==> src/hdl/e2c_pkg.sv <==
// Shared types and constants for the epoch-seconds to calendar converter.
// Used by e2c_ctrl, e2c_datapath and the top level; depends on nothing.
`default_nettype none
package e2c_pkg;

   // Width of every divisor, quotient and remainder in the shared divider
   localparam int unsigned DIV_W     = 17;
   // Dividend width and divider step-counter width (quotient step, remainder step)
   localparam int unsigned DIVD_W    = 32;
   localparam int unsigned STEP_W    = 1;

   localparam logic [DIV_W-1:0] SECS_PER_DAY      = 17'd86400;
   localparam logic [DIV_W-1:0] SECS_PER_HOUR     = 17'd3600;
   localparam logic [DIV_W-1:0] SECS_PER_MIN      = 17'd60;
   localparam logic [DIV_W-1:0] DAYS_PER_WEEK     = 17'd7;
   localparam logic [DIV_W-1:0] DAYS_PER_YEAR     = 17'd365;
   // 70 years of 365 days plus 17 leap days
   localparam logic [DIV_W-1:0] DAYS_1900_TO_1970 = 17'd25567;
   localparam logic [7:0]       YEARS_TO_2000     = 8'd100;
   localparam logic [3:0]       LAST_MONTH        = 4'd11;
   localparam logic [STEP_W-1:0] LAST_STEP        = 1'b1;

   // Reciprocals, rounded up; exact over each dividend's range
   localparam logic [25:0] RECIP_DAY  = 26'd50903317;  // 2^35 / 675, on secs >> 7
   localparam logic [15:0] RECIP_HOUR = 16'd37283;     // 2^27 / 3600
   localparam logic [12:0] RECIP_MIN  = 13'd4370;      // 2^18 / 60
   localparam logic [17:0] RECIP_WDAY = 18'd149797;    // 2^20 / 7
   localparam logic [15:0] RECIP_YEAR = 16'd45965;     // 2^24 / 365

   // Which quotient/remainder the shared divider is producing
   typedef enum logic [2:0] {
      DIV_DAY,
      DIV_HOUR,
      DIV_MIN,
      DIV_WDAY,
      DIV_YEAR
   } div_op_type;

   // Controller to datapath commands
   typedef struct packed {
      logic       load_in;
      logic       div_start;
      div_op_type div_op;
      logic       year_dec;
      logic       doy_latch;
      logic       mon_dec;
      logic       out_load;
   } cmd_type;

   // Datapath to controller status
   typedef struct packed {
      logic div_done;
      logic year_high;
      logic mon_high;
   } status_type;

   // Cumulative days before month index (0 = January)
   function automatic logic [8:0] cum_days(input logic leap, input logic [3:0] idx);
      logic [8:0] d;
      case (idx)
         4'd0:    d = 9'd0;
         4'd1:    d = 9'd31;
         4'd2:    d = 9'd59;
         4'd3:    d = 9'd90;
         4'd4:    d = 9'd120;
         4'd5:    d = 9'd151;
         4'd6:    d = 9'd181;
         4'd7:    d = 9'd212;
         4'd8:    d = 9'd243;
         4'd9:    d = 9'd273;
         4'd10:   d = 9'd304;
         4'd11:   d = 9'd334;
         default: d = 9'd0;
      endcase
      if (leap && (idx >= 4'd2) && (idx <= 4'd11)) begin
         d = d + 9'd1;
      end
      return d;
   endfunction

endpackage
`default_nettype wire

==> src/hdl/e2c_datapath.sv <==
// Datapath: input capture, reciprocal-multiply divider by constants, year/month
// search and result register. Depends on e2c_pkg; driven by e2c_ctrl commands.
`default_nettype none
module e2c_datapath (
   input  wire logic                clock,
   input  wire logic                reset,
   input  wire e2c_pkg::cmd_type    cmd,
   input  wire logic [31:0]         in_secs,
   output e2c_pkg::status_type      status,
   output logic [39:0]              out_word
);

   // Captured input and intermediate results
   logic [31:0] secs_ff;
   logic [16:0] days_ff, remday_ff;
   logic [11:0] remhr_ff;
   logic [4:0]  hrs_ff;
   logic [5:0]  mins_ff, sec_ff;
   logic [2:0]  wday_ff;
   logic [7:0]  year_ff;
   logic [8:0]  doy_ff;
   logic [3:0]  mon_ff;
   logic [39:0] out_ff;

   // Divider state
   e2c_pkg::div_op_type            div_op_ff;
   logic                           div_busy_ff, div_busy_in;
   logic [e2c_pkg::STEP_W-1:0]     div_cnt_ff;
   logic [e2c_pkg::DIVD_W-1:0]     div_num_ff;
   logic [e2c_pkg::DIV_W-1:0]      div_quo_ff;

   logic [e2c_pkg::DIV_W-1:0]      divisor;
   logic [e2c_pkg::DIVD_W-1:0]     dividend;
   logic [e2c_pkg::DIV_W-1:0]      quo_nx;
   logic [e2c_pkg::DIVD_W-1:0]     prod_qd;
   logic [e2c_pkg::DIVD_W-1:0]     rem_full;
   logic [e2c_pkg::DIV_W-1:0]      rem_nx;
   logic                           div_last;

   logic [50:0] day_prod;
   logic [32:0] hour_prod;
   logic [24:0] min_prod;
   logic [34:0] wday_prod;
   logic [32:0] year_prod;

   logic [16:0] ystart;
   logic [7:0]  year_m1;
   logic        leap;
   logic [8:0]  mon_base;
   logic [8:0]  dom;
   logic [7:0]  year_out;

   // Divisor follows the running operation
   always_comb begin
      case (div_op_ff)
         e2c_pkg::DIV_DAY:  divisor = e2c_pkg::SECS_PER_DAY;
         e2c_pkg::DIV_HOUR: divisor = e2c_pkg::SECS_PER_HOUR;
         e2c_pkg::DIV_MIN:  divisor = e2c_pkg::SECS_PER_MIN;
         e2c_pkg::DIV_WDAY: divisor = e2c_pkg::DAYS_PER_WEEK;
         e2c_pkg::DIV_YEAR: divisor = e2c_pkg::DAYS_PER_YEAR;
         default:           divisor = e2c_pkg::DAYS_PER_YEAR;
      endcase
   end

   // Dividend picked at start
   always_comb begin
      case (cmd.div_op)
         e2c_pkg::DIV_DAY:  dividend = secs_ff;
         e2c_pkg::DIV_HOUR: dividend = {15'd0, remday_ff};
         e2c_pkg::DIV_MIN:  dividend = {20'd0, remhr_ff};
         e2c_pkg::DIV_WDAY: dividend = {15'd0, days_ff} + 32'd1;
         e2c_pkg::DIV_YEAR: dividend = {15'd0, days_ff};
         default:           dividend = {15'd0, days_ff};
      endcase
   end

   // Quotient step: multiply by the reciprocal and keep the top bits
   assign day_prod  = {26'd0, div_num_ff[31:7]} * {25'd0, e2c_pkg::RECIP_DAY};
   assign hour_prod = {16'd0, div_num_ff[16:0]} * {17'd0, e2c_pkg::RECIP_HOUR};
   assign min_prod  = {13'd0, div_num_ff[11:0]} * {12'd0, e2c_pkg::RECIP_MIN};
   assign wday_prod = {18'd0, div_num_ff[16:0]} * {17'd0, e2c_pkg::RECIP_WDAY};
   assign year_prod = {16'd0, div_num_ff[16:0]} * {17'd0, e2c_pkg::RECIP_YEAR};

   always_comb begin
      case (div_op_ff)
         e2c_pkg::DIV_DAY:  quo_nx = {1'b0, day_prod[50:35]};
         e2c_pkg::DIV_HOUR: quo_nx = {11'd0, hour_prod[32:27]};
         e2c_pkg::DIV_MIN:  quo_nx = {10'd0, min_prod[24:18]};
         e2c_pkg::DIV_WDAY: quo_nx = {2'd0, wday_prod[34:20]};
         e2c_pkg::DIV_YEAR: quo_nx = {8'd0, year_prod[32:24]};
         default:           quo_nx = {8'd0, year_prod[32:24]};
      endcase
   end

   // Remainder step on the registered quotient
   assign prod_qd  = {15'd0, div_quo_ff} * {15'd0, divisor};
   assign rem_full = div_num_ff - prod_qd;
   assign rem_nx   = rem_full[e2c_pkg::DIV_W-1:0];
   assign div_last = div_busy_ff && (div_cnt_ff == e2c_pkg::LAST_STEP);

   always_comb begin
      div_busy_in = div_busy_ff;
      if (cmd.div_start) begin
         div_busy_in = 1'b1;
      end else if (div_last) begin
         div_busy_in = 1'b0;
      end
   end

   always_ff @(posedge clock) begin
      if (reset) begin
         div_busy_ff <= 1'b0;
      end else begin
         div_busy_ff <= div_busy_in;
      end
   end

   // Year start and day-of-year
   assign year_m1 = year_ff - 8'd1;
   assign ystart  = 17'({9'd0, year_ff} * e2c_pkg::DAYS_PER_YEAR) + {11'd0, year_m1[7:2]};
   assign leap    = (year_ff[1:0] == 2'b00) && (year_ff != 8'd0);
   assign mon_base = e2c_pkg::cum_days(leap, mon_ff);
   assign dom      = doy_ff - mon_base + 9'd1;
   assign year_out = year_ff - e2c_pkg::YEARS_TO_2000;

   assign status.div_done  = div_last;
   assign status.year_high = (year_ff > 8'd1) && (days_ff < ystart);
   assign status.mon_high  = (mon_ff != 4'd0) && (doy_ff < mon_base);

   // Payload registers
   always_ff @(posedge clock) begin
      if (cmd.load_in) begin
         secs_ff <= in_secs;
      end
      if (cmd.div_start) begin
         div_op_ff  <= cmd.div_op;
         div_cnt_ff <= '0;
         div_num_ff <= dividend;
      end else if (div_busy_ff && !div_last) begin
         div_cnt_ff <= e2c_pkg::LAST_STEP;
         div_quo_ff <= quo_nx;
      end
      // Remainder step lands in its destination
      if (div_last) begin
         case (div_op_ff)
            e2c_pkg::DIV_DAY: begin
               days_ff   <= div_quo_ff + e2c_pkg::DAYS_1900_TO_1970;
               remday_ff <= rem_nx;
            end
            e2c_pkg::DIV_HOUR: begin
               hrs_ff   <= div_quo_ff[4:0];
               remhr_ff <= rem_nx[11:0];
            end
            e2c_pkg::DIV_MIN: begin
               mins_ff <= div_quo_ff[5:0];
               sec_ff  <= rem_nx[5:0];
            end
            e2c_pkg::DIV_WDAY: wday_ff <= rem_nx[2:0];
            e2c_pkg::DIV_YEAR: year_ff <= div_quo_ff[7:0];
            default: ;
         endcase
      end
      if (cmd.year_dec) begin
         year_ff <= year_m1;
      end
      if (cmd.doy_latch) begin
         doy_ff <= 9'(days_ff - ystart);
         mon_ff <= e2c_pkg::LAST_MONTH;
      end
      if (cmd.mon_dec) begin
         mon_ff <= mon_ff - 4'd1;
      end
      if (cmd.out_load) begin
         out_ff <= {3'd0, wday_ff, sec_ff, mins_ff, hrs_ff, dom[4:0],
                    mon_ff + 4'd1, year_out};
      end
   end

   assign out_word = out_ff;

endmodule
`default_nettype wire

==> src/hdl/e2c_ctrl.sv <==
// Controller: sequences the divider passes, the year and month searches and
// the result handshake. Depends on e2c_pkg; drives e2c_datapath.
`default_nettype none
module e2c_ctrl (
   input  wire logic                 clock,
   input  wire logic                 reset,
   input  wire logic                 in_valid,
   output logic                      in_ready,
   output logic                      out_valid,
   input  wire logic                 out_ready,
   input  wire e2c_pkg::status_type  status,
   output e2c_pkg::cmd_type          cmd
);

   typedef enum logic [3:0] {
      S_IDLE,
      S_DAY_GO,   S_DAY_RUN,
      S_HOUR_GO,  S_HOUR_RUN,
      S_MIN_GO,   S_MIN_RUN,
      S_WDAY_GO,  S_WDAY_RUN,
      S_YEAR_GO,  S_YEAR_RUN,
      S_YEAR_FIX, S_MON_FIX,
      S_DELIVER
   } state_type;

   state_type state_ff, state_in;
   logic      valid_ff, valid_in;

   assign in_ready  = (state_ff == S_IDLE);
   assign out_valid = valid_ff;

   // Next state, commands and result valid
   always_comb begin
      state_in = state_ff;
      valid_in = valid_ff && !out_ready;
      cmd      = '0;
      cmd.div_op = e2c_pkg::DIV_DAY;
      case (state_ff)
         S_IDLE: begin
            if (in_valid) begin
               cmd.load_in = 1'b1;
               state_in    = S_DAY_GO;
            end
         end
         S_DAY_GO: begin
            cmd.div_start = 1'b1;
            cmd.div_op    = e2c_pkg::DIV_DAY;
            state_in      = S_DAY_RUN;
         end
         S_DAY_RUN:  if (status.div_done) state_in = S_HOUR_GO;
         S_HOUR_GO: begin
            cmd.div_start = 1'b1;
            cmd.div_op    = e2c_pkg::DIV_HOUR;
            state_in      = S_HOUR_RUN;
         end
         S_HOUR_RUN: if (status.div_done) state_in = S_MIN_GO;
         S_MIN_GO: begin
            cmd.div_start = 1'b1;
            cmd.div_op    = e2c_pkg::DIV_MIN;
            state_in      = S_MIN_RUN;
         end
         S_MIN_RUN:  if (status.div_done) state_in = S_WDAY_GO;
         S_WDAY_GO: begin
            cmd.div_start = 1'b1;
            cmd.div_op    = e2c_pkg::DIV_WDAY;
            state_in      = S_WDAY_RUN;
         end
         S_WDAY_RUN: if (status.div_done) state_in = S_YEAR_GO;
         S_YEAR_GO: begin
            cmd.div_start = 1'b1;
            cmd.div_op    = e2c_pkg::DIV_YEAR;
            state_in      = S_YEAR_RUN;
         end
         S_YEAR_RUN: if (status.div_done) state_in = S_YEAR_FIX;
         // Step the year guess back until the day falls inside it
         S_YEAR_FIX: begin
            if (status.year_high) begin
               cmd.year_dec = 1'b1;
            end else begin
               cmd.doy_latch = 1'b1;
               state_in      = S_MON_FIX;
            end
         end
         // Walk the month down from December
         S_MON_FIX: begin
            if (status.mon_high) begin
               cmd.mon_dec = 1'b1;
            end else begin
               state_in = S_DELIVER;
            end
         end
         // Wait for the result register to be free
         S_DELIVER: begin
            if (!valid_ff || out_ready) begin
               cmd.out_load = 1'b1;
               valid_in     = 1'b1;
               state_in     = S_IDLE;
            end
         end
         default: state_in = S_IDLE;
      endcase
   end

   always_ff @(posedge clock) begin
      if (reset) begin
         state_ff <= S_IDLE;
         valid_ff <= 1'b0;
      end else begin
         state_ff <= state_in;
         valid_ff <= valid_in;
      end
   end

endmodule
`default_nettype wire

==> src/hdl/epoch_seconds_to_calendar.sv <==
// Unsigned epoch seconds to broken-down calendar time, top level.
// Depends on e2c_pkg, e2c_ctrl and e2c_datapath.
//
// One word in, one word out. From the accepting edge to the edge that raises
// rsp_tvalid: five divisions by constants (day, hour, minute, weekday, year)
// run one after another, each as a start, a reciprocal-multiply and a
// remainder step; the year guess is then stepped back at most once, the
// month is searched down from December one per cycle, and the result
// register is loaded once it is free. One word is worked on at a time; a
// finished result sits in an output register, so the next word is taken
// while it waits, and a second result waits for that register to free.
// Years follow the plain four-year leap rule (2100 counts as leap).
`default_nettype none
module epoch_seconds_to_calendar (
   input  wire logic        clock,
   input  wire logic        reset,
   input  wire logic        req_tvalid,
   output logic             req_tready,
   input  wire logic [31:0] req_tdata,   // [31:0] epoch_seconds
   output logic             rsp_tvalid,
   input  wire logic        rsp_tready,
   output logic [39:0]      rsp_tdata    // [7:0] year_from_2000, [11:8] month,
                                         // [16:12] day_of_month, [21:17] hours,
                                         // [27:22] minutes, [33:28] seconds_part,
                                         // [36:34] weekday, [39:37] zero
);

   e2c_pkg::cmd_type    cmd;
   e2c_pkg::status_type status;

   e2c_ctrl u_ctrl (
      .clock     (clock),
      .reset     (reset),
      .in_valid  (req_tvalid),
      .in_ready  (req_tready),
      .out_valid (rsp_tvalid),
      .out_ready (rsp_tready),
      .status    (status),
      .cmd       (cmd)
   );

   e2c_datapath u_datapath (
      .clock    (clock),
      .reset    (reset),
      .cmd      (cmd),
      .in_secs  (req_tdata),
      .status   (status),
      .out_word (rsp_tdata)
   );

   // Result fields stay in range
   a_month_range: assert property (@(posedge clock) disable iff (reset)
      rsp_tvalid |-> (rsp_tdata[11:8] >= 4'd1) && (rsp_tdata[11:8] <= 4'd12))
      else $error("month out of range");

   a_day_range: assert property (@(posedge clock) disable iff (reset)
      rsp_tvalid |-> (rsp_tdata[16:12] != 5'd0))
      else $error("day of month is zero");

   a_time_range: assert property (@(posedge clock) disable iff (reset)
      rsp_tvalid |-> (rsp_tdata[21:17] < 5'd24) && (rsp_tdata[36:34] < 3'd7))
      else $error("hours or weekday out of range");

   // A freshly accepted word cannot produce a result on the next cycle
   a_no_early_result: assert property (@(posedge clock) disable iff (reset)
      (req_tvalid && req_tready) |=> !$rose(rsp_tvalid))
      else $error("result appeared too early");

endmodule
`default_nettype wire

==> config.mk <==
export PLATFORM = sky130hd
export DESIGN_NAME = epoch_seconds_to_calendar
export DESIGN_NICKNAME = d
export VERILOG_FILES = /design/src/hdl/e2c_pkg.sv /design/src/hdl/e2c_datapath.sv /design/src/hdl/e2c_ctrl.sv /design/src/hdl/epoch_seconds_to_calendar.sv
export SDC_FILE = /design/constraint.sdc
export NUM_CORES = 2
export LEC_CHECK = 0
export BUFFER_PORTS_ARGS = -buffer_cell sky130_fd_sc_hd__buf_2
export CORE_AREA = 2 2 277 224
export CTS_CLUSTER_DIAMETER = 60
export DETAILED_ROUTE_END_ITERATION = 16
export DIE_AREA = 0 0 279 226
export PLACE_DENSITY = 0.91
export SLEW_MARGIN = 20
export SYNTH_ARGS = -nofsm -noshare
export SYNTH_HDL_FRONTEND = slang
export SYNTH_SLANG_ARGS = --single-unit
==> constraint.sdc <==
create_clock -name clock -period 9 [get_ports clock]
set_input_delay 0 -clock clock [delete_from_list [all_inputs] [get_ports clock]]
set_output_delay 0 -clock clock [all_outputs]
set_load 0.1 [all_outputs]
==> metrics.md <==
| Metric | Value |
|---|---|
| Synth Area in Adders | `55.6%` |
| Synth Warn # | `0` |
| Post-Layout Cell Count | `4487` |
| FP Rows | `81` |
| Status | `completed` |
| Antenna-violating nets left | `0` |
| Drt pass-1 iters | `8` |
| Fin crit period | `8.39 ns` |
| Synth Area in Simple Gates | `6.47%` |
| Root buffer cell | `clkbuf_16` |
| Clk sinks | `223` |
| CP peak stage delay | `0.56 ns` |
| Global routing's busiest layer | `met2` |
| DR iter-0 viols | `3323` |
| Initial Util | `62.2%` |
| Routed vias | `27900` |
| Post-synthesis mux area share | `0.376%` |
| Setup bufs post-CTS | `0` |
| CTS tree | `built` |
| Worst Path Max Fanout | `19` |
| Post-route DRC | `0` |
| Global routing usage on met2 | `52.0%` |
| XOR/XNOR share of the synthesized area | `3.31%` |
| Worst Setup Path Type | `reg2reg` |
| Clock Pin Slew Worst Setup and Hold Paths | `0.06 ns` |
| Setup violators final | `0` |
| GRT Util Overall | `33.9%` |
| Synthesized area | `0.0376 mm²` |
| Die width | `279 µm` |
| Multi-input logic area | `0.0278 mm²` |
| Most frequent cells in the layout | `843 x ha_1, 822 x inv_1, 519 x fa_1` |
| Largest family of logic cells by synthesized area | `adder cells` |
| Dpl hpwl | `84.8 mm` |
| Max Slew Vio Count | `0` |
| Fin. Hold Viols | `0` |
| Most area-hungry cell type in the Yosys netlist | `ha_1` |
| GR Util met1 | `43.9%` |
| #FFs+latches synth | `223` |
| Cts bufs inserted | `21` |
| GPL Wtd Cong | `1.02` |
| DP Area | `0.0391 mm²` |
| Clock tree buffer depth | `3` |
| First-pass GRT wire length | `163 mm` |
| Register area | `0.00654 mm²` |
| Post-synthesis compound-gate area fraction | `7.99%` |
| HP Class | `in2reg` |
| Ys async rst share | `0%` |
| Critical Path AT | `8.85 ns` |
| WL/cell | `23.4 µm` |
| Post-CTS resize count | `0` |
| Setup Total Neg Slack | `0 ns` |
| Cells after synthesis | `3567` |
| Final instance area | `0.0401 mm²` |
| Post-Place Cells | `4412` |
| Synth Flop Type | `edfxtp_1` |
| Core Box Area | `0.0605 mm²` |
| Avg Cell Area, Syn | `10.5 µm²` |
| Die H | `226 µm` |
| Netlist cell types | `85` |
| Share of cells above drive strength 1 | `5.03%` |
| Clock insertion delay at the later pin of the skew report | `0.53 ns` |
| Initial antenna violation count | `3` |
| Area growth from synthesis to layout | `6.68%` |
| Global routing usage on met3 | `11.5%` |
| Number of synthesized flops with an enable pin | `207` |
| Top-area cell type share of the netlist area | `28.0%` |
| IO Count | `78` |
| RSZ-0062 raised after global routing | `no` |
| Die footprint | `0.0631 mm²` |
| Final WL | `105 mm` |
| Clock Skews | `0.0108 ns` |
| Final WS setup | `0.607 ns` |
| Grt total ovfl | `0` |
| Worst slack at placement | `1.11 ns` |
| Slowest-stage cell, CP | `edfxtp_1` |
| Final period utilization | `93.3%` |
| # fillers | `4192` |
| Commonest non-fill, non-tap cell in the layout | `ha_1` |
| Slew @ Worst Pin | `1.13 ns` |
| Max Cap Viol | `0` |
| Worst EP required | `9.46 ns` |
| Fmax | `119 MHz` |
| Setup crit start kind | `flip-flop` |
| Top cells by area, synth | `ha_1 28%, fa_1 28%, edfxtp_1 17%` |
| Rel. slew slack | `24.8%` |
| Htree depth | `1` |
| Most used cell, CP | `o21ai_0` |
| Layout Nets | `5080` |
| Seq/Total Area, Yosys | `17.4%` |
| CP endpoint kind | `flip-flop` |
| Largest net degree at the start of global routing | `39` |
| DR vias/cell | `6.21` |
| Vias in the first global route | `29600` |
| Port Buf Inserts | `74` |
[registers in the layout, indices dropped and copies added, names as in the netlist, named ones only]
| signal | cells |
|---|---|
| u_datapath.wday_ff | 3 |
| u_datapath.div_quo_ff | 16 |
| u_datapath.div_cnt_ff | 1 |
| u_datapath.out_word | 37 |
| u_datapath.mins_ff | 6 |
| u_ctrl.out_valid | 1 |
| u_datapath.hrs_ff | 5 |
| u_datapath.div_busy_ff | 1 |
| u_datapath.div_num_ff | 32 |
| u_datapath.remday_ff | 17 |
| u_datapath.year_ff | 8 |
| u_datapath.sec_ff | 6 |
| u_datapath.secs_ff | 32 |
| u_datapath.days_ff | 17 |
| u_ctrl.state_ff | 4 |
| u_datapath.mon_ff | 4 |
| u_datapath.div_op_ff | 3 |
| u_datapath.doy_ff | 9 |
| u_datapath.remhr_ff | 12 |
[routing by layer]
layer	up-vias	part of all wire (%)
li1	12000	-
met1	13600	37
met2	1827	43
met3	430	14
met4	2	5.3
met5	-	0.010
[cells by family (layout without fill, tap and decap cells)]
| kind of cell | Yosys count | count (layout) |
|---|---|---|
| mux | 13 | 13 |
| other cells | 1 | 6 |
| flops | 223 | 223 |
| buf+inv | 881 | 1008 |
| fa+ha+maj | 1362 | 1362 |
| compound gates | 446 | 446 |
| xor+xnor | 142 | 142 |
| simple gates | 499 | 499 |
[worst max-delay path: cells and delay by family (launching register included)]
kind / cells / cell delay, ns
and+or+nand+nor: 5 / 1.07
DFF: 1 / 0.56
xor gates and xnor gates: 2 / 0.55
buffers and inverters: 7 / 0.70
AOI/OAI and AO/OA: 15 / 2.98
adders and majority gates: 8 / 2.48
[path summary, 6_finish.rpt]
path / to / from / slack (ns) / cells after the start
max: flip-flop / u_datapath.year_ff[0] / 0.61 / 37
min: u_datapath.secs_ff[29] / req_tdata[29] / 0.18 / 2
max reg2reg: flip-flop / u_datapath.year_ff[0] / 0.61 / 37
min reg2reg: u_datapath.out_word[30] / u_datapath.sec_ff[2] / 0.42 / 0
[area by class of cell]
class	instances	area share (%)
antenna	3	0.0187
inverter	823	7.70
timing repair buffer	148	2.57
tap	788	2.46
sequential	223	16.3
multi-input combinational	2465	69.2
clock inverter	12	0.408
clock buffer	25	1.35
[timing repair]
| item | CTS | global route |
|---|---|---|
| setup endpoints to repair | 0 | 0 |
| endpoints found under the hold margin | 38 | 0 |
| hold buffers | 34 | 0 |
[metrics by stage]
step | hold slack [ns] | util, %
5_1_grt | 0.179 | 66.3
6_report | 0.177 | 66.3
3_5_place_dp | 0.178 | 64.6
4_1_cts | 0.177 | 66.3
2_1_floorplan | 0.0691 | -
3_3_place_gp | 0.176 | 64.6
[synth_stat cells (10+ instances only)]
master    number
ha_1         843
nand3_1       38
o31ai_1       10
a21o_1        37
nor2b_1       22
o22ai_1       12
fa_1         519
o21a_1        21
xor2_1        43
xnor2_1       99
clkbuf_1      50
nor2_1       100
a211oi_1      15
edfxtp_1     207
o211ai_1      20
a21oi_1      106
inv_1        822
nand4_1       18
a31oi_1       18
or2_2         11
a221oi_1      14
nor3_1        34
nand2_1      157
and2_1        54
o21ai_0       90
dfxtp_1       16
and3_1        17
Power is left out: the tool's default activity adds up to more than one toggle a clock period on the data nets, which glitch-free logic cannot reach.
